--- src/hw/rtl/alt_pkg.sv ---
// Shared types, constants and character helpers for the assembler line tokenizer.
// No dependencies.
`default_nettype none

package alt_pkg;

    typedef enum logic [1:0] {
        KIND_LABEL   = 2'd0,
        KIND_OPCODE  = 2'd1,
        KIND_OPERAND = 2'd2,
        KIND_END     = 2'd3
    } alt_kind_t;

    localparam int CFG_IDX_W = 3;
    localparam logic [CFG_IDX_W-1:0] CFG_LINE_COMMENT = 3'd0;
    localparam logic [CFG_IDX_W-1:0] CFG_COMMENT      = 3'd1;
    localparam logic [CFG_IDX_W-1:0] CFG_LABEL_SEP    = 3'd2;
    localparam logic [CFG_IDX_W-1:0] CFG_QUOTE        = 3'd3;
    localparam logic [CFG_IDX_W-1:0] CFG_MAX_LABEL    = 3'd4;

    localparam logic [7:0] RST_LINE_COMMENT = 8'd42;
    localparam logic [7:0] RST_COMMENT      = 8'd59;
    localparam logic [7:0] RST_LABEL_SEP    = 8'd58;
    localparam logic [7:0] RST_QUOTE        = 8'd39;
    localparam logic [5:0] RST_MAX_LABEL    = 6'd8;

    localparam logic [7:0] CH_SPACE   = 8'h20;
    localparam logic [7:0] CH_TAB     = 8'h09;
    localparam logic [7:0] CH_NEWLINE = 8'h0A;
    localparam logic [7:0] CH_VTAB    = 8'h0B;
    localparam logic [7:0] CH_FFEED   = 8'h0C;
    localparam logic [7:0] CH_RETURN  = 8'h0D;
    localparam logic [7:0] CH_UPPER_F = 8'h46;
    localparam logic [7:0] CH_LOWER_A = 8'h61;
    localparam logic [7:0] CH_LOWER_Z = 8'h7A;
    localparam logic [7:0] CASE_DELTA = 8'h20;
    localparam logic [7:0] CH_NUL     = 8'h00;

    localparam int FIFO_DEPTH = 4;
    localparam int FIFO_PTR_W = $clog2(FIFO_DEPTH);
    localparam int FIFO_CNT_W = $clog2(FIFO_DEPTH + 1);

    // One front-end decision: an optional field char and an optional end marker.
    typedef struct packed {
        logic       has_char;
        alt_kind_t  kind;
        logic [7:0] ch;
        logic       line_end;
    } alt_rec_t;

    function automatic logic is_blank(input logic [7:0] c);
        return (c == CH_SPACE) || (c == CH_TAB) || (c == CH_NEWLINE) ||
               (c == CH_VTAB) || (c == CH_FFEED) || (c == CH_RETURN);
    endfunction

    function automatic logic [7:0] to_upper(input logic [7:0] c);
        return ((c >= CH_LOWER_A) && (c <= CH_LOWER_Z)) ? (c - CASE_DELTA) : c;
    endfunction

endpackage

`default_nettype wire

--- src/hw/rtl/alt_if.sv ---
// Handshake channel interfaces for the tokenizer input and result items.
// No dependencies.
`default_nettype none

interface alt_in_if;
    logic       valid;
    logic       ready;
    logic [7:0] in_char;
    logic       line_last;

    modport source (output valid, output in_char, output line_last, input ready);
    modport sink   (input valid, input in_char, input line_last, output ready);
endinterface

interface alt_out_if;
    logic       valid;
    logic       ready;
    logic [1:0] field_kind;
    logic [7:0] out_char;
    logic       last_of_run;

    modport source (output valid, output field_kind, output out_char, output last_of_run,
                    input ready);
    modport sink   (input valid, input field_kind, input out_char, input last_of_run,
                    output ready);
endinterface

`default_nettype wire

--- src/hw/rtl/alt_front.sv ---
// Front end: config registers and the per-line field state machine.
// Items with a field char or line end become records. Depends on alt_pkg, alt_if.
`default_nettype none

module alt_front
    import alt_pkg::*;
(
    input  wire logic                 clk,
    input  wire logic                 rst_n,
    alt_in_if.sink                    in_ch,
    input  wire logic                 cfg_we,
    input  wire logic [CFG_IDX_W-1:0] cfg_index,
    input  wire logic [7:0]           cfg_data,
    input  wire logic                 q_full,
    output logic                      q_push,
    output alt_rec_t                  q_data
);

    typedef enum logic [2:0] {
        PH_START   = 3'd0,
        PH_LABEL   = 3'd1,
        PH_LSKIP   = 3'd2,
        PH_OPBLANK = 3'd3,
        PH_OPCODE  = 3'd4,
        PH_OPERAND = 3'd5,
        PH_STRING  = 3'd6,
        PH_DONE    = 3'd7
    } phase_t;

    phase_t     phase_reg, phase_next;
    logic [5:0] label_count_reg, label_count_next;
    logic       prev_f_reg, prev_f_next;

    logic [7:0] line_comment_reg;
    logic [7:0] comment_reg;
    logic [7:0] label_sep_reg;
    logic [7:0] quote_reg;
    logic [5:0] max_label_reg;

    logic       accept;
    logic [7:0] c;
    logic [7:0] cu;
    logic       blank;
    logic       go;
    logic       emit;
    alt_kind_t  kind;
    logic [7:0] ch;

    assign c      = in_ch.in_char;
    assign cu     = to_upper(c);
    assign blank  = is_blank(c);
    assign accept = in_ch.valid && in_ch.ready;

    assign in_ch.ready = !q_full;

    // Phases only move forward within one item, so a single ordered pass suffices.
    always_comb
    begin
        phase_next       = phase_reg;
        label_count_next = label_count_reg;
        prev_f_next      = prev_f_reg;
        go               = 1'b1;
        emit             = 1'b0;
        kind             = KIND_LABEL;
        ch               = cu;

        if (go && phase_next == PH_START)
        begin
            go = 1'b0;
            if (c == line_comment_reg)
            begin
                phase_next = PH_DONE;
            end
            else
            begin
                phase_next = PH_LABEL;
                go         = 1'b1;
            end
        end

        if (go && phase_next == PH_LABEL)
        begin
            go = 1'b0;
            if (blank || c == comment_reg || c == label_sep_reg ||
                label_count_reg >= max_label_reg)
            begin
                phase_next = PH_LSKIP;
                go         = 1'b1;
            end
            else
            begin
                emit             = 1'b1;
                kind             = KIND_LABEL;
                ch               = cu;
                label_count_next = label_count_reg + 6'd1;
            end
        end

        if (go && phase_next == PH_LSKIP)
        begin
            go = 1'b0;
            if (c == label_sep_reg)
            begin
                phase_next = PH_OPBLANK;
            end
            else if (blank || c == comment_reg)
            begin
                phase_next = PH_OPBLANK;
                go         = 1'b1;
            end
        end

        if (go && phase_next == PH_OPBLANK)
        begin
            go = 1'b0;
            if (c != CH_SPACE && c != CH_TAB)
            begin
                phase_next = PH_OPCODE;
                go         = 1'b1;
            end
        end

        if (go && phase_next == PH_OPCODE)
        begin
            go = 1'b0;
            if (blank || c == comment_reg)
            begin
                phase_next = PH_OPERAND;
                go         = 1'b1;
            end
            else
            begin
                emit = 1'b1;
                kind = KIND_OPCODE;
                ch   = cu;
            end
        end

        if (go && phase_next == PH_OPERAND)
        begin
            go = 1'b0;
            if (c == CH_NEWLINE || c == comment_reg)
            begin
                phase_next = PH_DONE;
            end
            else if (blank)
            begin
                phase_next = PH_OPERAND;
            end
            else if (c != quote_reg)
            begin
                emit        = 1'b1;
                kind        = KIND_OPERAND;
                ch          = cu;
                prev_f_next = (cu == CH_UPPER_F);
            end
            else
            begin
                emit = 1'b1;
                kind = KIND_OPERAND;
                ch   = c;
                if (!prev_f_reg)
                begin
                    phase_next = PH_STRING;
                end
                prev_f_next = 1'b0;
            end
        end
        else if (go && phase_next == PH_STRING)
        begin
            go = 1'b0;
            if (c == quote_reg)
            begin
                emit        = 1'b1;
                kind        = KIND_OPERAND;
                ch          = c;
                phase_next  = PH_OPERAND;
                prev_f_next = 1'b0;
            end
            else if (c == CH_NEWLINE || c == comment_reg)
            begin
                phase_next = PH_DONE;
            end
            else
            begin
                emit = 1'b1;
                kind = KIND_OPERAND;
                ch   = c;
            end
        end

        if (in_ch.line_last)
        begin
            phase_next       = PH_START;
            label_count_next = 6'd0;
            prev_f_next      = 1'b0;
        end
    end

    assign q_push            = accept && (emit || in_ch.line_last);
    assign q_data.has_char   = emit;
    assign q_data.kind       = kind;
    assign q_data.ch         = ch;
    assign q_data.line_end   = in_ch.line_last;

    always_ff @(posedge clk or negedge rst_n)
    begin
        if (!rst_n)
        begin
            phase_reg        <= PH_START;
            label_count_reg  <= 6'd0;
            prev_f_reg       <= 1'b0;
            line_comment_reg <= RST_LINE_COMMENT;
            comment_reg      <= RST_COMMENT;
            label_sep_reg    <= RST_LABEL_SEP;
            quote_reg        <= RST_QUOTE;
            max_label_reg    <= RST_MAX_LABEL;
        end
        else
        begin
            if (accept)
            begin
                phase_reg       <= phase_next;
                label_count_reg <= label_count_next;
                prev_f_reg      <= prev_f_next;
            end
            if (cfg_we)
            begin
                unique case (cfg_index)
                    CFG_LINE_COMMENT: line_comment_reg <= cfg_data;
                    CFG_COMMENT:      comment_reg      <= cfg_data;
                    CFG_LABEL_SEP:    label_sep_reg    <= cfg_data;
                    CFG_QUOTE:        quote_reg        <= cfg_data;
                    CFG_MAX_LABEL:    max_label_reg    <= cfg_data[5:0];
                    default:          ;
                endcase
            end
        end
    end

endmodule

`default_nettype wire

--- src/hw/rtl/alt_fifo.sv ---
// Short record queue between the classifying front end and the result back end.
// Depends on alt_pkg.
`default_nettype none

module alt_fifo
    import alt_pkg::*;
(
    input  wire logic     clk,
    input  wire logic     rst_n,
    input  wire logic     push,
    input  wire alt_rec_t push_data,
    input  wire logic     pop,
    output alt_rec_t      pop_data,
    output logic          full,
    output logic          empty
);

    alt_rec_t                mem_reg [FIFO_DEPTH];
    logic [FIFO_PTR_W-1:0]   wr_ptr_reg;
    logic [FIFO_PTR_W-1:0]   rd_ptr_reg;
    logic [FIFO_CNT_W-1:0]   count_reg;

    assign full     = (count_reg == FIFO_CNT_W'(FIFO_DEPTH));
    assign empty    = (count_reg == '0);
    assign pop_data = mem_reg[rd_ptr_reg];

    always_ff @(posedge clk)
    begin
        if (push && !full)
        begin
            mem_reg[wr_ptr_reg] <= push_data;
        end
    end

    always_ff @(posedge clk or negedge rst_n)
    begin
        if (!rst_n)
        begin
            wr_ptr_reg <= '0;
            rd_ptr_reg <= '0;
            count_reg  <= '0;
        end
        else
        begin
            if (push && !full)
            begin
                wr_ptr_reg <= wr_ptr_reg + FIFO_PTR_W'(1);
            end
            if (pop && !empty)
            begin
                rd_ptr_reg <= rd_ptr_reg + FIFO_PTR_W'(1);
            end
            if ((push && !full) && !(pop && !empty))
            begin
                count_reg <= count_reg + FIFO_CNT_W'(1);
            end
            else if (!(push && !full) && (pop && !empty))
            begin
                count_reg <= count_reg - FIFO_CNT_W'(1);
            end
        end
    end

    a_no_overflow: assert property (@(posedge clk) disable iff (!rst_n)
        count_reg <= FIFO_CNT_W'(FIFO_DEPTH))
        else $error("queue count beyond depth");

    a_ptr_gap: assert property (@(posedge clk) disable iff (!rst_n)
        (wr_ptr_reg - rd_ptr_reg) == count_reg[FIFO_PTR_W-1:0])
        else $error("queue pointers disagree with count");

    a_full_xor_empty: assert property (@(posedge clk) disable iff (!rst_n)
        !(full && empty))
        else $error("queue both full and empty");

endmodule

`default_nettype wire

--- src/hw/rtl/alt_back.sv ---
// Back end: expands queue records into one or two result items behind an output register.
// Depends on alt_pkg, alt_if.
`default_nettype none

module alt_back
    import alt_pkg::*;
(
    input  wire logic     clk,
    input  wire logic     rst_n,
    input  wire alt_rec_t q_data,
    input  wire logic     q_empty,
    output logic          q_pop,
    alt_out_if.source     out_ch
);

    logic       out_valid_reg;
    alt_kind_t  kind_reg;
    logic [7:0] char_reg;
    logic       lor_reg;
    logic       pend_end_reg;
    logic       take;

    assign take  = !out_valid_reg || out_ch.ready;
    assign q_pop = take && !pend_end_reg && !q_empty;

    assign out_ch.valid       = out_valid_reg;
    assign out_ch.field_kind  = kind_reg;
    assign out_ch.out_char    = char_reg;
    assign out_ch.last_of_run = lor_reg;

    always_ff @(posedge clk or negedge rst_n)
    begin
        if (!rst_n)
        begin
            out_valid_reg <= 1'b0;
            pend_end_reg  <= 1'b0;
            kind_reg      <= KIND_LABEL;
            char_reg      <= CH_NUL;
            lor_reg       <= 1'b0;
        end
        else if (take)
        begin
            if (pend_end_reg)
            begin
                out_valid_reg <= 1'b1;
                kind_reg      <= KIND_END;
                char_reg      <= CH_NUL;
                lor_reg       <= 1'b1;
                pend_end_reg  <= 1'b0;
            end
            else if (!q_empty)
            begin
                out_valid_reg <= 1'b1;
                if (q_data.has_char)
                begin
                    kind_reg     <= q_data.kind;
                    char_reg     <= q_data.ch;
                    lor_reg      <= !q_data.line_end;
                    pend_end_reg <= q_data.line_end;
                end
                else
                begin
                    kind_reg <= KIND_END;
                    char_reg <= CH_NUL;
                    lor_reg  <= 1'b1;
                end
            end
            else
            begin
                out_valid_reg <= 1'b0;
            end
        end
    end

    a_pend_behind_char: assert property (@(posedge clk) disable iff (!rst_n)
        pend_end_reg |-> (out_valid_reg && !lor_reg && kind_reg != KIND_END))
        else $error("pending end marker without a char ahead of it");

    a_end_is_last: assert property (@(posedge clk) disable iff (!rst_n)
        (out_valid_reg && kind_reg == KIND_END) |-> (lor_reg && char_reg == CH_NUL))
        else $error("end marker not flagged last");

    a_no_pop_while_pending: assert property (@(posedge clk) disable iff (!rst_n)
        pend_end_reg |-> !q_pop)
        else $error("queue popped while end marker pending");

endmodule

`default_nettype wire

--- src/hw/rtl/assembler_line_tokenizer_top.sv ---
// Top level of the assembler line tokenizer: front end, record queue, back end.
// Depends on alt_pkg, alt_if, alt_front, alt_fifo, alt_back.
`default_nettype none

// Takes one source byte per clock while the record queue is not full, and
// returns label, opcode and operand characters tagged with their field, plus
// an end marker on each line's final byte. Sustained rate is one item per
// cycle while the output is ready; a byte that yields both a field character
// and the end marker gives two output items, and the four-entry record queue
// between front and back end absorbs such bursts. The first result of an item
// passes through the record queue and then the back end's output register.
// Configuration writes must be made only while the block is idle.
module assembler_line_tokenizer_top
    import alt_pkg::*;
(
    input  wire logic                 clk,
    input  wire logic                 rst_n,
    alt_in_if.sink                    in_ch,
    alt_out_if.source                 out_ch,
    input  wire logic                 cfg_we,
    input  wire logic [CFG_IDX_W-1:0] cfg_index,
    input  wire logic [7:0]           cfg_data
);

    logic     q_push;
    logic     q_pop;
    logic     q_full;
    logic     q_empty;
    alt_rec_t q_wdata;
    alt_rec_t q_rdata;

    alt_front u_front (
        .clk       (clk),
        .rst_n     (rst_n),
        .in_ch     (in_ch),
        .cfg_we    (cfg_we),
        .cfg_index (cfg_index),
        .cfg_data  (cfg_data),
        .q_full    (q_full),
        .q_push    (q_push),
        .q_data    (q_wdata)
    );

    alt_fifo u_fifo (
        .clk       (clk),
        .rst_n     (rst_n),
        .push      (q_push),
        .push_data (q_wdata),
        .pop       (q_pop),
        .pop_data  (q_rdata),
        .full      (q_full),
        .empty     (q_empty)
    );

    alt_back u_back (
        .clk     (clk),
        .rst_n   (rst_n),
        .q_data  (q_rdata),
        .q_empty (q_empty),
        .q_pop   (q_pop),
        .out_ch  (out_ch)
    );

endmodule

`default_nettype wire

--- src/flat_wrapper.sv ---
// flat-port wrapper written by rule: the top's interface ports become plain ports
module assembler_line_tokenizer_top_flat import alt_pkg::*;
  (clk, rst_n, cfg_we, cfg_index, cfg_data, in_ch_valid, in_ch_in_char, in_ch_line_last, in_ch_ready, out_ch_valid, out_ch_field_kind, out_ch_out_char, out_ch_last_of_run, out_ch_ready);
  alt_in_if in_ch_i ();
  alt_out_if out_ch_i ();
  input  wire logic clk;
  input  wire logic rst_n;
  input  wire logic cfg_we;
  input  wire logic [CFG_IDX_W-1:0] cfg_index;
  input  wire logic [7:0] cfg_data;
  input wire logic [$bits(in_ch_i.valid)-1:0] in_ch_valid;
  input wire logic [$bits(in_ch_i.in_char)-1:0] in_ch_in_char;
  input wire logic [$bits(in_ch_i.line_last)-1:0] in_ch_line_last;
  output wire logic [$bits(in_ch_i.ready)-1:0] in_ch_ready;
  output wire logic [$bits(out_ch_i.valid)-1:0] out_ch_valid;
  output wire logic [$bits(out_ch_i.field_kind)-1:0] out_ch_field_kind;
  output wire logic [$bits(out_ch_i.out_char)-1:0] out_ch_out_char;
  output wire logic [$bits(out_ch_i.last_of_run)-1:0] out_ch_last_of_run;
  input wire logic [$bits(out_ch_i.ready)-1:0] out_ch_ready;
  assign in_ch_i.valid = in_ch_valid;
  assign in_ch_i.in_char = in_ch_in_char;
  assign in_ch_i.line_last = in_ch_line_last;
  assign in_ch_ready = in_ch_i.ready;
  assign out_ch_valid = out_ch_i.valid;
  assign out_ch_field_kind = out_ch_i.field_kind;
  assign out_ch_out_char = out_ch_i.out_char;
  assign out_ch_last_of_run = out_ch_i.last_of_run;
  assign out_ch_i.ready = out_ch_ready;
  assembler_line_tokenizer_top u_core (.clk(clk), .rst_n(rst_n), .in_ch(in_ch_i), .out_ch(out_ch_i), .cfg_we(cfg_we), .cfg_index(cfg_index), .cfg_data(cfg_data));
endmodule
--- config.mk ---
export PLATFORM = sky130hd
export DESIGN_NAME = assembler_line_tokenizer_top_flat
export DESIGN_NICKNAME = d
export VERILOG_FILES = /design/src/hw/rtl/alt_pkg.sv /design/src/hw/rtl/alt_if.sv /design/src/hw/rtl/alt_front.sv /design/src/hw/rtl/alt_fifo.sv /design/src/hw/rtl/alt_back.sv /design/src/hw/rtl/assembler_line_tokenizer_top.sv /design/src/flat_wrapper.sv
export SDC_FILE = /design/constraint.sdc
export NUM_CORES = 1
export LEC_CHECK = 0
export CAP_MARGIN = 20
export CELL_PAD_IN_SITES_DETAIL_PLACEMENT = 1
export CELL_PAD_IN_SITES_GLOBAL_PLACEMENT = 1
export CORE_MARGIN = 3
export CORE_UTILIZATION = 42
export CTS_CLUSTER_SIZE = 30
export DETAILED_ROUTE_END_ITERATION = 8
export DONT_BUFFER_PORTS = 1
export PLACE_DENSITY = 0.65
export SYNTH_ARGS = -nofsm -noshare
export SYNTH_HDL_FRONTEND = slang
export SYNTH_SLANG_ARGS = --single-unit
--- constraint.sdc ---
create_clock -name clk -period 9.31 [get_ports clk]
set_clock_uncertainty 0.05 [all_clocks]
set_input_delay 0.931 -clock clk [delete_from_list [all_inputs] [get_ports clk]]
set_output_delay 0.931 -clock clk [all_outputs]
set_load 0.02 [all_outputs]
==> results.yml <==
synth:
  synth_area_leaders: "edfxtp_1 25%, dfrtp_1 22%, dfstp_2 7.8%"
  ys_seq_elements: 116
  ys_seq_area_frac: 0.5539
  synth_top_cell_area_share: 0.2523
  syn_nets: 475
  synth-edff-count: 48
  synth_top_flop_cell: "dfrtp_1"
  synth_area_leader_cell: "edfxtp_1"
  synth_common_cells: "51 x dfrtp_1, 48 x edfxtp_1, 34 x mux2_2, 34 x xnor2_1, 22 x nand2_1"
  synthCells: 435
  synth_most_common_cell: "dfrtp_1"
  syn_area_per_cell_sq_um: 13.13
  syn_area_sq_um: 5713
  ys_warn_count: 0
  yosys.cell_types.count: 64
  async_reset_ff_frac: 0.5862
cells_and_area:
  drive_gt1_frac: 0.2455
  n_antenna_cell: 0
  nets: 475
  finalNonFillerCells: 620
  largest_register_ffs: 48
  utilization: 0.4957
  stdcell_area_sq_um: 6434
  area_delta_synth_final_pct: 12.61
placed_design:
  post-place-cells: 588
  dpl.hpwl_um: 9091
  port_buffers: 0
  dpl-instance-area_sq_um: 5858
  gp_congestion: 0.8281
  dp_slack_ns: 5.109
sta:
  setup_viol: 0
  worst_slew_pin_slew_ns: 0.9260
  period_needed_ns: 3.784
  slew_headroom: 0.3811
  fmax_mhz: 264.3
  hold_violations: 0
  fin_crit_sh: 0.4065
  report.final.slew_viol_count: 0
  fin_tns_setup_ns: 0
  setup_slack_ns: 5.526
  rsz0062_at_grt: "false"
floorplanning:
  rows: 41
  dieArea_sq_um: 15040
  die_y_um: 122.6
  ios: 38
  die_x_um: 122.6
  coreArea_sq_um: 12980
  initial_utilization: 0.4402
clock_network:
  cts_buffers: 17
  post_cts_resized: 0
  cts_sinks: 116
  clkLatencyLatePin_ns: 0.41
  ctsHtreeMaxLevel: 4
  cts_buffer_depth: 2
  clkTransAtPathRegs_ns: 0.05
  clockRootBuffer: "clkbuf_16"
  cts_tree: "done"
  cts_hold_buffers: 0
  post_cts_buffers: 0
run:
  cap_violations: 0
setup_path:
  start_kind: "flip-flop"
  worstPathArrival_ns: 4.03
  endpoint_kind: "flip-flop"
  reg2reg_slack_ns: 5.53
  cp.required_ns: 9.55
  cp_max_fo: 13
  critical_path_class: "reg2reg"
grt:
  grt.overflow.total: 0
  grt_pass1_wl_um: 20960
  use_met3: 0.06590
  grtUsageTotal: 0.1854
  grt-busiest-layer: "met2"
  met2_usage: 0.3037
  grt_pass1_vias: 3815
  grt_use_met1: 0.2347
  grt_start_max_net_pins: 69
  antenna_found_initial: 0
drt:
  drtAntennaViolNets: 0
  drt-wirelength-per-cell_um: 20.51
  num_vias: 3552
  vias_per_cell: 5.729
  dr.pass1.iters: 4
  drt_wl_total_um: 12720
  drc: 0
  dr.first_iter.drc_count: 183
min_path:
  hold_path.class: "in2async"
power_and_ir_drop:
  peakVddDrop_mv: 0.1769
  power.leakage_nw: 2.475
  power_density_nw_per_um2: 306.2
outcome:
  status: "completed"
final cells by class:
cell class | instances | area, sq um
Fill cell | 1289 | 6545
Sequential cell | 116 | 3164
Multi-Input combinational cell | 280 | 2392
Clock buffer | 22 | 444.2
Tap cell | 172 | 215.2
Clock inverter | 10 | 131.4
Inverter | 17 | 63.81
Timing Repair Buffer | 3 | 22.52
placed cells by master, fill, tap and decap left out, types with 3 or more instances in the layout:
cell	n
a21o_1	8
a21oi_1	10
a31oi_1	5
a32o_1	10
and2_2	4
and3_1	6
buf_4	3
bufinv_16	3
clkbuf_1	5
clkbuf_16	17
dfrtp_1	51
dfstp_2	17
edfxtp_1	48
ha_1	14
inv_1	17
mux2_2	34
mux4_2	12
nand2_1	22
nand2b_1	4
nand3_1	5
nand4_1	9
nor2_1	19
nor2b_1	6
nor3_1	10
nor4bb_1	3
o21ai_0	12
o32ai_1	4
or3_1	3
xnor2_1	34
xor2_1	4
critical path, cell delays in order, from the launching register on:
cell     delay (ns)
dfrtp_1        0.53
or4_1          0.55
nor3_1         0.69
nor2_1         0.18
and3_4         0.23
o41a_4         0.47
ha_1           0.25
inv_1          0.08
fa_1           0.40
mux2_2         0.27
stage by stage:
stage | hold slack, ns | power (mW)
final | 0.1622 | 1.970
after global routing | 0.1313 | 2.094
after CTS | 0.1411 | 1.998
after detailed placement | 0.4680 | 1.350
after global placement | 0.4361 | 1.322
after floorplan | 0.4136 | 1.218
metal layers:
metal	vias up	wire length [um]
met5	-	0
met4	0	129
met3	11	538
met2	57	6216
met1	1847	5832
li1	1637	-
final timing paths:
kind	endpoint	cells after the start	startpoint
max	u_core.u_fifo.count_reg[1]	9	u_core.u_front.phase_reg[1]
min reg2reg	u_core.u_front.max_label_reg[3]	2	u_core.u_front.max_label_reg[3]
max reg2reg	u_core.u_fifo.count_reg[1]	9	u_core.u_front.phase_reg[1]
min	u_core.u_back.out_ch.out_char[0]	0	rst_n
min in group clk	u_core.u_front.max_label_reg[3]	2	u_core.u_front.max_label_reg[3]
max in group asynchronous	u_core.u_front.comment_reg[0]	0	rst_n
cells by family after synthesis:
logic type,synth area share
AOI/OAI and AO/OA,0.1001
xor gates and xnor gates,0.05826
adders and majority gates,0.03417
buffers and inverters,0.02935
DFF,0.5539
muxes,0.1187
and+or+nand+nor,0.1056
power breakdown:
| group | internal (mW) | leakage [nW] | switching (mW) |
|---|---|---|---|
| clock network | 0.418 | 0.274 | 0.223 |
| registers | 0.694 | 1.25 | 0.142 |
| logic | 0.250 | 0.954 | 0.243 |
Note: power is estimated with default switching activity, not from simulation.
